<file path="src/sv/hj_pkg.sv">
package hj_pkg;

  localparam int KEY_SLOTS   = 1024;
  localparam int SLOT_W      = $clog2(KEY_SLOTS);
  localparam int BUILD_ROWS  = 4096;
  localparam int ENTRY_W     = $clog2(BUILD_ROWS);
  localparam int FILL_W      = ENTRY_W + 1;
  localparam int MAX_MATCHES = 64;
  localparam int CNT_W       = 7;
  localparam int ROW_W       = 20;
  localparam int KEY_W       = 32;

  localparam logic [KEY_W-1:0] HASH_MULT = 32'h9E37_79B1;

  // Operation codes of an input beat.
  localparam logic [1:0] OP_BUILD = 2'd0;
  localparam logic [1:0] OP_PROBE = 2'd1;
  localparam logic [1:0] OP_CLEAR = 2'd2;
  localparam logic [1:0] OP_SPARE = 2'd3;

  // Result kinds.
  localparam logic KIND_PAIR = 1'b0;
  localparam logic KIND_OVF  = 1'b1;

  // Work item handed from the front to the back.
  typedef struct packed {
    logic [1:0]        op;
    logic [KEY_W-1:0]  key;
    logic [ROW_W-1:0]  row;
    logic [SLOT_W-1:0] hash;
  } q_item_t;

  // One entry of the key slot table.
  typedef struct packed {
    logic               used;
    logic [KEY_W-1:0]   key;
    logic [ENTRY_W-1:0] head;
    logic [ENTRY_W-1:0] tail;
    logic [CNT_W-1:0]   count;
  } slot_ent_t;

  // Home slot of a key: multiplicative hash, low bits of the product.
  function automatic logic [SLOT_W-1:0] hash_slot(input logic [KEY_W-1:0] key);
    logic [KEY_W-1:0] prod;
    prod = key * HASH_MULT;
    return prod[SLOT_W-1:0];
  endfunction

endpackage

</file>
<file path="src/sv/hj_fifo.sv">
module hj_fifo
  import hj_pkg::*;
(
  input  logic    clk,
  input  logic    rst_n,
  input  logic    push,
  input  q_item_t push_item,
  output logic    full,
  input  logic    pop,
  output logic    q_valid,
  output q_item_t q_item
);

  localparam int DEPTH = 4;
  localparam int PTR_W = $clog2(DEPTH);

  q_item_t            mem_r [DEPTH];
  logic [PTR_W-1:0]   wr_ptr_r, rd_ptr_r;
  logic [PTR_W:0]     cnt_r;
  logic               do_pop;

  assign full    = (cnt_r == (PTR_W+1)'(DEPTH));
  assign q_valid = (cnt_r != '0);
  assign q_item  = mem_r[rd_ptr_r];
  assign do_pop  = pop && q_valid;

  // Storage needs no reset.
  always_ff @(posedge clk) begin
    if (push) begin
      mem_r[wr_ptr_r] <= push_item;
    end
  end

  // Pointers and fill count.
  always_ff @(posedge clk) begin
    if (!rst_n) begin
      wr_ptr_r <= '0;
      rd_ptr_r <= '0;
      cnt_r    <= '0;
    end else begin
      if (push) begin
        wr_ptr_r <= wr_ptr_r + 1'b1;
      end
      if (do_pop) begin
        rd_ptr_r <= rd_ptr_r + 1'b1;
      end
      cnt_r <= cnt_r + (PTR_W+1)'(push) - (PTR_W+1)'(do_pop);
    end
  end

endmodule

</file>
<file path="config.mk">
export PLATFORM = sky130hd
export DESIGN_NAME = hj_fifo
export DESIGN_NICKNAME = d
export VERILOG_FILES = /design/src/sv/hj_pkg.sv /design/src/sv/hj_fifo.sv
export SDC_FILE = /design/constraint.sdc
export NUM_CORES = 1
export LEC_CHECK = 0
export ABC_AREA = 1
export BUFFER_PORTS_ARGS = -buffer_cell sky130_fd_sc_hd__buf_2
export CAP_MARGIN = 20
export CORE_ASPECT_RATIO = 0.9
export CORE_MARGIN = 4
export CORE_UTILIZATION = 38
export CTS_CLUSTER_DIAMETER = 50
export DETAILED_ROUTE_END_ITERATION = 8
export PLACE_DENSITY = 0.62
export RECOVER_POWER = 25
export SYNTH_ARGS = -nofsm -noshare
export SYNTH_HDL_FRONTEND = slang
export SYNTH_SLANG_ARGS = --single-unit
</file>
<file path="constraint.sdc">
create_clock -name clk -period 3.9 [get_ports clk]
set_clock_uncertainty 0.15 [all_clocks]
set_input_delay 0.39 -clock clk [delete_from_list [all_inputs] [get_ports clk]]
set_output_delay 0.39 -clock clk [all_outputs]
set_load 0.1 [all_outputs]
</file>
# Word-level counts from Yosys, hierarchy flattened
# Memory sizes are Yosys's and may differ from the RTL's. A register that Yosys moved wholly into a read port is not among the register bits.
# Index checks and enable logic that the tools add are counted.
# classes
add_sub_neg	4
multipliers	0
div_mod_pow	0
magnitude_cmp	0
eq_ne	1
n_shift	0
n_mux	4
bitwise	0
reduce_logical	2
# op_table
cell	count
adder 2 x 1 -> 2 bit, second input constant	2
two-way mux 2 bit	2
adder 3 x 1 -> 3 bit	1
== test 3 bit, second input constant	1
nonzero test 3 bit	1
subtractor 3 x 1 -> 3 bit	1
two-way mux 1 bit	2
logical AND 1 bit	1
# word_totals
reg_bits	7
latch_bits	0
ramBits	256
romBits	0
in_bits	68
output_inout_bits	66
elab_cells	15
n_memories	1
# memory_table
memory	words	word_bits	rd	rd_ports_with_merged_regs	write_ports	line	rtl
mem_r	4	64	1	1	1	hj_fifo.sv:17	q_item_t mem_r [DEPTH];

# Logic depth before layout (Yosys ltp)
# Gate-level depths: netlist of run 1.
# logic_depth
depth_word	4
mapped_depth	9
ltp_nobuf	9

# Least setup slack after synthesis of run 1
# OpenSTA, ideal clock, no wires.
# synth_path
path_kind	reg2out
start	register with a tool-made name
end	output q_item[10] (netlist bit)
arrival_time_ns	2.319
required_ns	3.360
slack_ns	1.041
path_stages_with_launch	7
path_buffers	3
cell_sequence	dfxtp_1 -> buf_6 -> inv_2 -> buf_6 -> buf_6 -> o21ai_1 -> o22ai_1
# synth_rtl
item	line	rtl
end, declared	hj_fifo.sv:11	output q_item_t q_item

==> flow_metrics.env, run 1 <==
export IMPL_cp_arrival_ps=2640
export IMPL_rows=55
export IMPL_die_width_um=178.6
export IMPL_switchingPower_uw=3964
export IMPL_grt_usage=0.1471
export IMPL_hold_ws_ps=71.05
export IMPL_synth_warning_count=0
export IMPL_critPathKind="reg2out"
export IMPL_p_int_uw=5346
export IMPL_p_comb_frac=0.365
export IMPL_synth_top_family_by_area="compound AO/OA/AOI/OAI gates"
export IMPL_start_util=0.3910
export IMPL_avgSynthCellArea_sq_um=14.64
export IMPL_cts_sinks=265
export IMPL_dpl_hpwl_um=11900
export IMPL_path_delay_family="buffers and inverters"
export IMPL_clk_pin_slew_ps=60
export IMPL_p_seq_frac=0.357
export IMPL_final_cell_mix="256 x edfxtp_1, 134 x nor2_1, 93 x buf_2, 74 x o21ai_0, 66 x dlygate4sd3_1"
export IMPL_area_growth_syn_to_layout_pct=24.76
export IMPL_power_density_nw_per_um2=749.7
export IMPL_postRouteWirelength_um=21450
export IMPL_cpPeakStageDelay_ps=550
export IMPL_yosysSeqAreaShare=0.7903
export IMPL_clk_insertion_delay_late_ps=530
export IMPL_final_fill_count=2261
export IMPL_stdcell_area_sq_um=12420
export IMPL_ios=134
export IMPL_drive_above_1_share=0.1687
export IMPL_yosys_area_share_adder=0.009553
export IMPL_fmaxAchievable_mhz=314.6
export IMPL_synth_area_leaders="edfxtp_1 77%, nor2_1 5.1%, o22ai_1 4.0%, o21ai_0 3.7%, o21ai_1 2.8%"
export IMPL_ir_drop_v=0.0005567
export IMPL_status="completed"
export IMPL_antenna_found_initial=2
export IMPL_viasPerCell=4.973
export IMPL_yosys_area_share_simple=0.05681
export IMPL_grt_pass1_wl_um=33570
export IMPL_grt_max_degree=65
export IMPL_io_buffers=133
export IMPL_synth_cell_types=20
export IMPL_setup_viol=0
export IMPL_p_leak_uw=0.004319
export IMPL_die_height_um=161.5
export IMPL_num_vias=6191
export IMPL_final_nets=954
export IMPL_first_pass_iters=4
export IMPL_grt_pass1_vias=6282
export IMPL_final_common_cell="edfxtp_1"
export IMPL_avgRoutedWirePerCell_um=17.23
export IMPL_synth_cells=680
export IMPL_hold_viol=0
export IMPL_slew_headroom=0.3237
export IMPL_slew_viol_final=0
export IMPL_finalCritPeriodShare=0.8150
export IMPL_drc=0
export IMPL_clockBufferDepth=3
export IMPL_synth_xor_area_frac=0
export IMPL_worstPathMaxFanout=64
export IMPL_synth_compound_area_frac=0.1088
export IMPL_p_sw_frac=0.4258
export IMPL_tns_ps=0
export IMPL_cts_made_buffers=28
export IMPL_ant_nets=0
export IMPL_critPathBufInv=2
export IMPL_cts_resized=0
export IMPL_end_kind="output pin"
export IMPL_synthesis_area_sq_um=9955
export IMPL_drt_iter0_drc=383
export IMPL_tightest_slew_ps=1014
export IMPL_placed_cell_area_sq_um=10890
export IMPL_htree_levels=1
export IMPL_hp_class="in2reg"
export IMPL_synth_top_area_cell="edfxtp_1"
export IMPL_power_frac_clock=0.278
export IMPL_cp_required_ps=3360
export IMPL_slowest_stage="buf_4"
export IMPL_cts_root_buf="clkbuf_16"
export IMPL_maxCapViolCount=0
export IMPL_dieArea_sq_um=28850
export IMPL_start_kind="flip-flop"
export IMPL_gp_congestion=0.7010
export IMPL_coreArea_sq_um=25460
export IMPL_fin_util=0.4878
export IMPL_cts_tree="built"
export IMPL_synth_top_cell_area_share=0.7722
export IMPL_rsz0062_at_grt="no"
export IMPL_grt_ovfl_total=0
export IMPL_crit_path_cell_trace="buf_4, o21ai_0, o22ai_1, buf_2"
export IMPL_fin_crit_ps=3179
export IMPL_syn_nets=755
export IMPL_synthMuxAreaShare=0
export IMPL_ys_ff_latch=265
==> power groups by stage <==
| stage | clock [uW] | combinational, uW | sequential [uW] |
|---|---|---|---|
| final | 2580 | 3400 | 3330 |
| after floorplan | 0 | 2880 | 3360 |
| after CTS | 2660 | 3440 | 3330 |
| after detailed placement | 0 | 3380 | 3390 |
| after global placement | 0 | 3360 | 3390 |
| after global routing | 2790 | 3580 | 3340 |
==> flip-flops by register name (all words and copies together) (netlist names), named ones only <==
| name | flops |
|---|---|
| cnt_r | 3 |
| mem_r | 256 |
| wr_ptr_r | 2 |
| rd_ptr_r | 2 |
==> cells by family (layout without fill, tap and decap cells) <==
kind of cell | Yosys count | in the layout
flip-flops | 265 | 265
AO/OA/AOI/OAI | 200 | 200
AND/OR/NAND/NOR | 150 | 150
buffers and inverters | 58 | 279
adder cells (fa/ha/maj) | 7 | 7
other | 0 | 2
==> area by class of cell <==
class	instances	area, sq um	share of cell area
Clock inverter	14	125.1	0.01007
Antenna cell	2	5.005	0.0004030
Inverter	17	71.32	0.005742
Multi-Input combinational cell	357	1744	0.1404
Clock buffer	38	789.5	0.06357
Tap cell	342	427.9	0.03445
Timing Repair Buffer	210	1384	0.1114
Sequential cell	265	7873	0.6339
==> metal layers <==
layer  track usage  vias up  part of all wire
met1        0.1915     3000              0.43
met4       0.03662        0             0.024
met3       0.03089       37             0.065
met5             0        -                 0
li1              -     2960                 -
met2        0.2524      194              0.48
==> worst paths after layout <==
check,from,end,slack [ps],depth (start not counted)
worst min-delay path,push,wr_ptr_r[1],70,3
worst max register to register,wr_ptr_r[0],mem_r[2][59],1600,5
worst min register to register,rd_ptr_r[0],rd_ptr_r[0],350,2
worst max-delay path,flip-flop,q_item[60],720,4
==> worst reg2reg max path: cells and delay by family, from the launching register on <==
family        cells  cell delay (ps)
buf+inv           3             1210
flops             1              350
simple gates      1               80
fa+ha+maj         1              190
==> cells in the mapped netlist, drive strengths merged <==
master	count
clkbuf	21
a21boi	1
nand2	14
ha	6
nor2	134
edfxtp	256
a21oi	5
o21ai	130
buf	20
nand3	2
o22ai	64
fa	1
dfxtp	9
inv	16
clkinv	1
==> stage by stage <==
stage               total power, uW  setup WS (ps)  cells
floorplan                      6241           1041    680
global placement               6746           1288   1125
detailed placement             6772           1250   1125
CTS                            9425          677.0   1243
global route                   9703          538.9   1245
finish                         9310          721.3   1245
==> what timing repair did <==
item,4_1_cts,5_1_grt
hold buffers,66,0
buffers inserted,0,0
hold endpoints to repair,263,0
No activity file was read; power rests on OpenSTA's default activity.
==> inputs of run 2 (changes only) <==
--- a/config.mk
+++ b/config.mk
@@ -13,7 +13,7 @@
 export CORE_UTILIZATION = 38
 export CTS_CLUSTER_DIAMETER = 50
 export DETAILED_ROUTE_END_ITERATION = 8
-export PLACE_DENSITY = 0.62
+export PLACE_DENSITY = 0.64
 export RECOVER_POWER = 25
 export SYNTH_ARGS = -nofsm -noshare
 export SYNTH_HDL_FRONTEND = slang
==> constraint.sdc (replaced) <==
create_clock -name clk -period 2.9 [get_ports clk]
set_clock_uncertainty 0.15 [all_clocks]
set_input_delay 0.29 -clock clk [delete_from_list [all_inputs] [get_ports clk]]
set_output_delay 0.29 -clock clk [all_outputs]
set_load 0.1 [all_outputs]
==> run 2 against run 1 <==
Against the previous run:
- cell area increased by 5.0%
- routed wire length decreased by 0.15%
- first-iteration DRC count increased by 3.1%
- die area unchanged
- non-clock buffer count increased by 7
- critical endpoint is now q_item[20]
==> flow_metrics.env, run 2 (synthesis results as in run 1) <==
export IMPL_cpPeakStageDelay_ps=460
export IMPL_cts_tree="built"
export IMPL_grt_pass1_vias=6224
export IMPL_io_buffers=133
export IMPL_first_pass_iters=6
export IMPL_cts_root_buf="clkbuf_16"
export IMPL_drive_above_1_share=0.1733
export IMPL_rows=55
export IMPL_slowest_stage="buf_2"
export IMPL_start_kind="flip-flop"
export IMPL_status="completed"
export IMPL_dieArea_sq_um=28850
export IMPL_critPathBufInv=3
export IMPL_end_kind="output pin"
export IMPL_grt_usage=0.1461
export IMPL_slew_viol_final=0
export IMPL_met1_length_um=9343
export IMPL_top_layer_used="met4"
export IMPL_antenna_found_initial=1
export IMPL_start_util=0.3910
export IMPL_final_fill_count=2150
export IMPL_die_width_um=178.6
export IMPL_final_nets=962
export IMPL_cp_required_ps=2460
export IMPL_grt_ovfl_total=0
export IMPL_cts_sinks=265
export IMPL_slew_headroom=0.6304
export IMPL_regMostFlops="mem_r"
export IMPL_finalCritPeriodShare=0.9564
export IMPL_largest_reg_flops=256
export IMPL_stdcell_area_sq_um=13040
export IMPL_htree_levels=1
export IMPL_maxCapViolCount=0
export IMPL_hp_class="reg2reg"
export IMPL_tightest_slew_ps=553.7
export IMPL_biggestRegsByFlops="mem_r x256, cnt_r x3"
export IMPL_met2WireLength_um=10400
export IMPL_ios=134
export IMPL_num_vias=6147
export IMPL_rsz0062_at_grt="no"
export IMPL_setup_viol=0
export IMPL_ant_nets=0
export IMPL_drt_iter0_drc=395
export IMPL_fin_util=0.5121
export IMPL_cts_setup_buffers=0
export IMPL_grt_max_degree=73
export IMPL_viasPerCell=4.922
export IMPL_tns_ps=0
export IMPL_area_growth_syn_to_layout_pct=31.00
export IMPL_cts_made_buffers=29
export IMPL_crit_path_cell_trace="inv_4, buf_12, nor2_1, o22ai_1, buf_2"
export IMPL_final_common_cell="edfxtp_1"
export IMPL_wl_met3_um=1257
export IMPL_fmaxAchievable_mhz=360.5
export IMPL_postRouteWirelength_um=21420
export IMPL_ir_drop_v=0.0006095
export IMPL_placed_cell_area_sq_um=11500
export IMPL_fin_crit_ps=2774
export IMPL_hold_viol=0
export IMPL_gp_congestion=0.7326
export IMPL_final_cell_mix="256 x edfxtp_1, 134 x nor2_1, 74 x o21ai_0, 68 x dlygate4sd3_1, 64 x o22ai_1"
export IMPL_clk_insertion_delay_late_ps=520
export IMPL_clockBufferDepth=3
export IMPL_cp_arrival_ps=2330
export IMPL_path_delay_family="buffers and inverters"
export IMPL_critPathKind="reg2out"
export IMPL_hold_ws_ps=376.9
export IMPL_drc=0
export IMPL_worstPathMaxFanout=56
export IMPL_avgRoutedWirePerCell_um=17.15
export IMPL_p_leak_uw=0.004564
export IMPL_grt_pass1_wl_um=33490
export IMPL_power_density_nw_per_um2=1012
export IMPL_coreArea_sq_um=25460
export IMPL_clk_pin_slew_ps=60
export IMPL_dpl_hpwl_um=12360
export IMPL_die_height_um=161.5
==> run 2: changes by cell type in the layout (fill, tap and decap cells not counted), sizes merged <==
cell         previous run  this run
buf                   104       102
clkbuf                 78        83
clkinv                 12        13
clkinvlp                2         1
diode                   2         1
dlygate4sd3            66        68
==> run 2: repair_timing <==
item,in CTS,in global routing
hold buffers,68,0
endpoints found under the hold margin,265,0
gates cloned,0,0
endpoints found under the setup margin,7,9
resized for setup,1,9
==> run 2: final timing paths <==
kind | startpoint | end | slack [ps] | cells past startpoint
setup reg to reg | wr_ptr_r[0] | mem_r[0][31] | 900 | 5
hold / removal | rd_ptr_r[0] | flip-flop | 380 | 2
hold reg to reg | rd_ptr_r[0] | flip-flop | 380 | 2
setup / recovery | flip-flop | q_item[20] | 130 | 5
==> run 2: cell type report <==
cell class              count  area, sq um  area share
repair buffers            217         2039      0.1564
clock buffers              36        752.0     0.05767
diodes                      1        2.502   0.0001919
inverters                  17        71.32    0.005469
multi-input cells         357         1744      0.1338
clock inverters            14        127.6    0.009787
flip-flops and latches    265         7875      0.6039
well taps                 342        427.9     0.03282
==> run 2: metal layers <==
layer  vias to the layer above  global-route usage
met4                         0             0.03174
met5                         -                   0
met3                        34             0.02949
li1                       2971                   -
met1                      2990              0.1946
met2                       152              0.2489
==> run 2: through the flow <==
step	worst slack (ps)	instances	power, uW
final	126.3	1249	13200
after global routing	3.768	1249	13730
after CTS	55.28	1248	13330
after detailed placement	545.3	1130	9834
after global placement	553.8	1130	9806
after floorplan	141.1	680	8392
==> run 2: worst reg2reg max path, cell delays in order, from the launching register on <==
cell and delay [ps]:
dfxtp_1 360, inv_1 100, ha_1 200, nand2_1 80
clkinv_2 440, buf_4 410
==> run 2: report_power, final <==
part / internal, uW / switching, uW
Clock: 2010 / 1380
Combinational: 1350 / 3960
Sequential: 4400 / 99.0
==> inputs of run 3 (changes only) <==
--- a/config.mk
+++ b/config.mk
@@ -13,8 +13,7 @@
 export CORE_UTILIZATION = 38
 export CTS_CLUSTER_DIAMETER = 50
 export DETAILED_ROUTE_END_ITERATION = 8
-export PLACE_DENSITY = 0.64
-export RECOVER_POWER = 25
+export PLACE_DENSITY = 0.62
 export SYNTH_ARGS = -nofsm -noshare
 export SYNTH_HDL_FRONTEND = slang
 export SYNTH_SLANG_ARGS = --single-unit
==> constraint.sdc (replaced) <==
create_clock -name clk -period 3.1 [get_ports clk]
set_clock_uncertainty 0.15 [all_clocks]
set_input_delay 0.31 -clock clk [delete_from_list [all_inputs] [get_ports clk]]
set_output_delay 0.31 -clock clk [all_outputs]
set_load 0.1 [all_outputs]
==> run 3 against run 2 <==
Against the previous run:
- sequential share of layout area is 2.5 points higher
- sequential power is 6.7% lower
- combinational power decreased by 19%
- via count barely moved
- clock-buffer cell count increased by 3
- final cell count hardly changed
- register-to-register slack gained 170 ps
==> flow_metrics.env, run 3 (synthesis results as in run 1) <==
export IMPL_cp_required_ps=2640
export IMPL_final_cell_mix="256 x edfxtp_1, 134 x nor2_1, 133 x buf_2, 74 x o21ai_0, 67 x dlygate4sd3_1"
export IMPL_cts_tree="built"
export IMPL_grt_ovfl_total=0
export IMPL_worstPathMaxFanout=46
export IMPL_io_buffers=133
export IMPL_critPathKind="reg2out"
export IMPL_numPlacedInstances=1128
export IMPL_cts_made_buffers=29
export IMPL_cts_resized=0
export IMPL_start_kind="flip-flop"
export IMPL_p_leak_uw=0.004450
export IMPL_die_width_um=178.6
export IMPL_ir_drop_v=0.0006480
export IMPL_grt_usage=0.1438
export IMPL_antenna_found_initial=1
export IMPL_end_kind="output pin"
export IMPL_ios=134
export IMPL_setup_viol=0
export IMPL_grt_pass1_vias=6047
export IMPL_cts_hold_buf=67
export IMPL_power_density_nw_per_um2=935.8
export IMPL_regMostFlops="mem_r"
export IMPL_status="completed"
export IMPL_cp_arrival_ps=2390
export IMPL_fin_crit_ps=2847
export IMPL_maxCapViolCount=0
export IMPL_drc=0
export IMPL_r2r_worst_path_cells=5
export IMPL_slew_viol_final=0
export IMPL_start_util=0.3910
export IMPL_clk_pin_slew_ps=60
export IMPL_slew_headroom=0.3259
export IMPL_rsz0062_at_grt="no"
export IMPL_dpl_hpwl_um=11960
export IMPL_cts_root_buf="clkbuf_16"
export IMPL_finalCritPeriodShare=0.9183
export IMPL_fin_util=0.4915
export IMPL_fmaxAchievable_mhz=351.3
export IMPL_viasPerCell=4.925
export IMPL_cts_sinks=265
export IMPL_clk_insertion_delay_late_ps=530
export IMPL_tns_ps=0
export IMPL_dieArea_sq_um=28850
export IMPL_ant_nets=0
export IMPL_rows=55
export IMPL_grt_max_degree=65
export IMPL_htree_levels=1
export IMPL_first_pass_iters=5
export IMPL_cts_setup_buffers=0
export IMPL_area_growth_syn_to_layout_pct=25.73
export IMPL_final_nets=959
export IMPL_grt_pass1_wl_um=33130
export IMPL_r2r_start="wr_ptr_r[0]"
export IMPL_biggestRegsByFlops="mem_r x256, cnt_r x3"
export IMPL_hp_class="reg2reg"
export IMPL_tightest_slew_ps=1011
export IMPL_hold_viol=0
export IMPL_postRouteWirelength_um=21310
export IMPL_drive_above_1_share=0.2133
export IMPL_clockBufferDepth=3
export IMPL_drt_iter0_drc=381
export IMPL_hold_start="rd_ptr_r[0]"
export IMPL_total_power_uw=11710
export IMPL_largest_reg_flops=256
export IMPL_die_height_um=161.5
export IMPL_final_fill_count=2198
export IMPL_final_cells=1248
export IMPL_avgRoutedWirePerCell_um=17.08
export IMPL_gp_congestion=0.7196
export IMPL_hold_depth=2
export IMPL_num_vias=6146
export IMPL_final_common_cell="edfxtp_1"
export IMPL_coreArea_sq_um=25460
run 3: cell type report:
cell class,instances,area (sq um),share of cell area
sequential,265,7873,0.6290
multi-input combinational,357,1744,0.1394
timing repair buffer,214,1504,0.1202
clock buffer,39,763.2,0.06098
tap,342,427.9,0.03419
clock inverter,13,130.1,0.01040
inverter,17,71.32,0.005698
antenna,1,2.502,0.0001999
run 3: worst paths after layout:
kind | end | slack (ps)
max | q_item[1] | 250
min reg2reg | rd_ptr_r[0] | 330
min | rd_ptr_r[0] | 330
max reg2reg | mem_r[0][32] | 1070
run 3: power by group:
part	switching (uW)	leakage (uW)	total, uW	internal (uW)
registers	84.0	0.00243	4200	4120
logic	3610	0.00159	4310	702
clock network	1310	0.000431	3200	1900
total	5000	0.00445	11700	6710
run 3: critical path: stages, from the launching register on:
cell and delay (ps):
dfxtp_4 490, buf_4 460, o21ai_0 160, o22ai_1 260, buf_2 480
run 3: per-layer routing:
metal / GRT usage / share of wire
met2: 0.2355 / 0.47
met5: 0 / 0
met3: 0.03276 / 0.061
met4: 0.03383 / 0.017
met1: 0.1965 / 0.45
run 3: metrics by stage:
step / hold slack, ps / instance area, sq um / setup WS (ps)
after floorplan: 253.5 / 9955 / 321.1
after global placement: 309.6 / 10950 / 826.9
after detailed placement: 324.8 / 10950 / 784.7
after CTS: 339.0 / 12510 / 205.1
after global routing: 376.1 / 12520 / 100.1
final: 330.9 / 12520 / 253.3
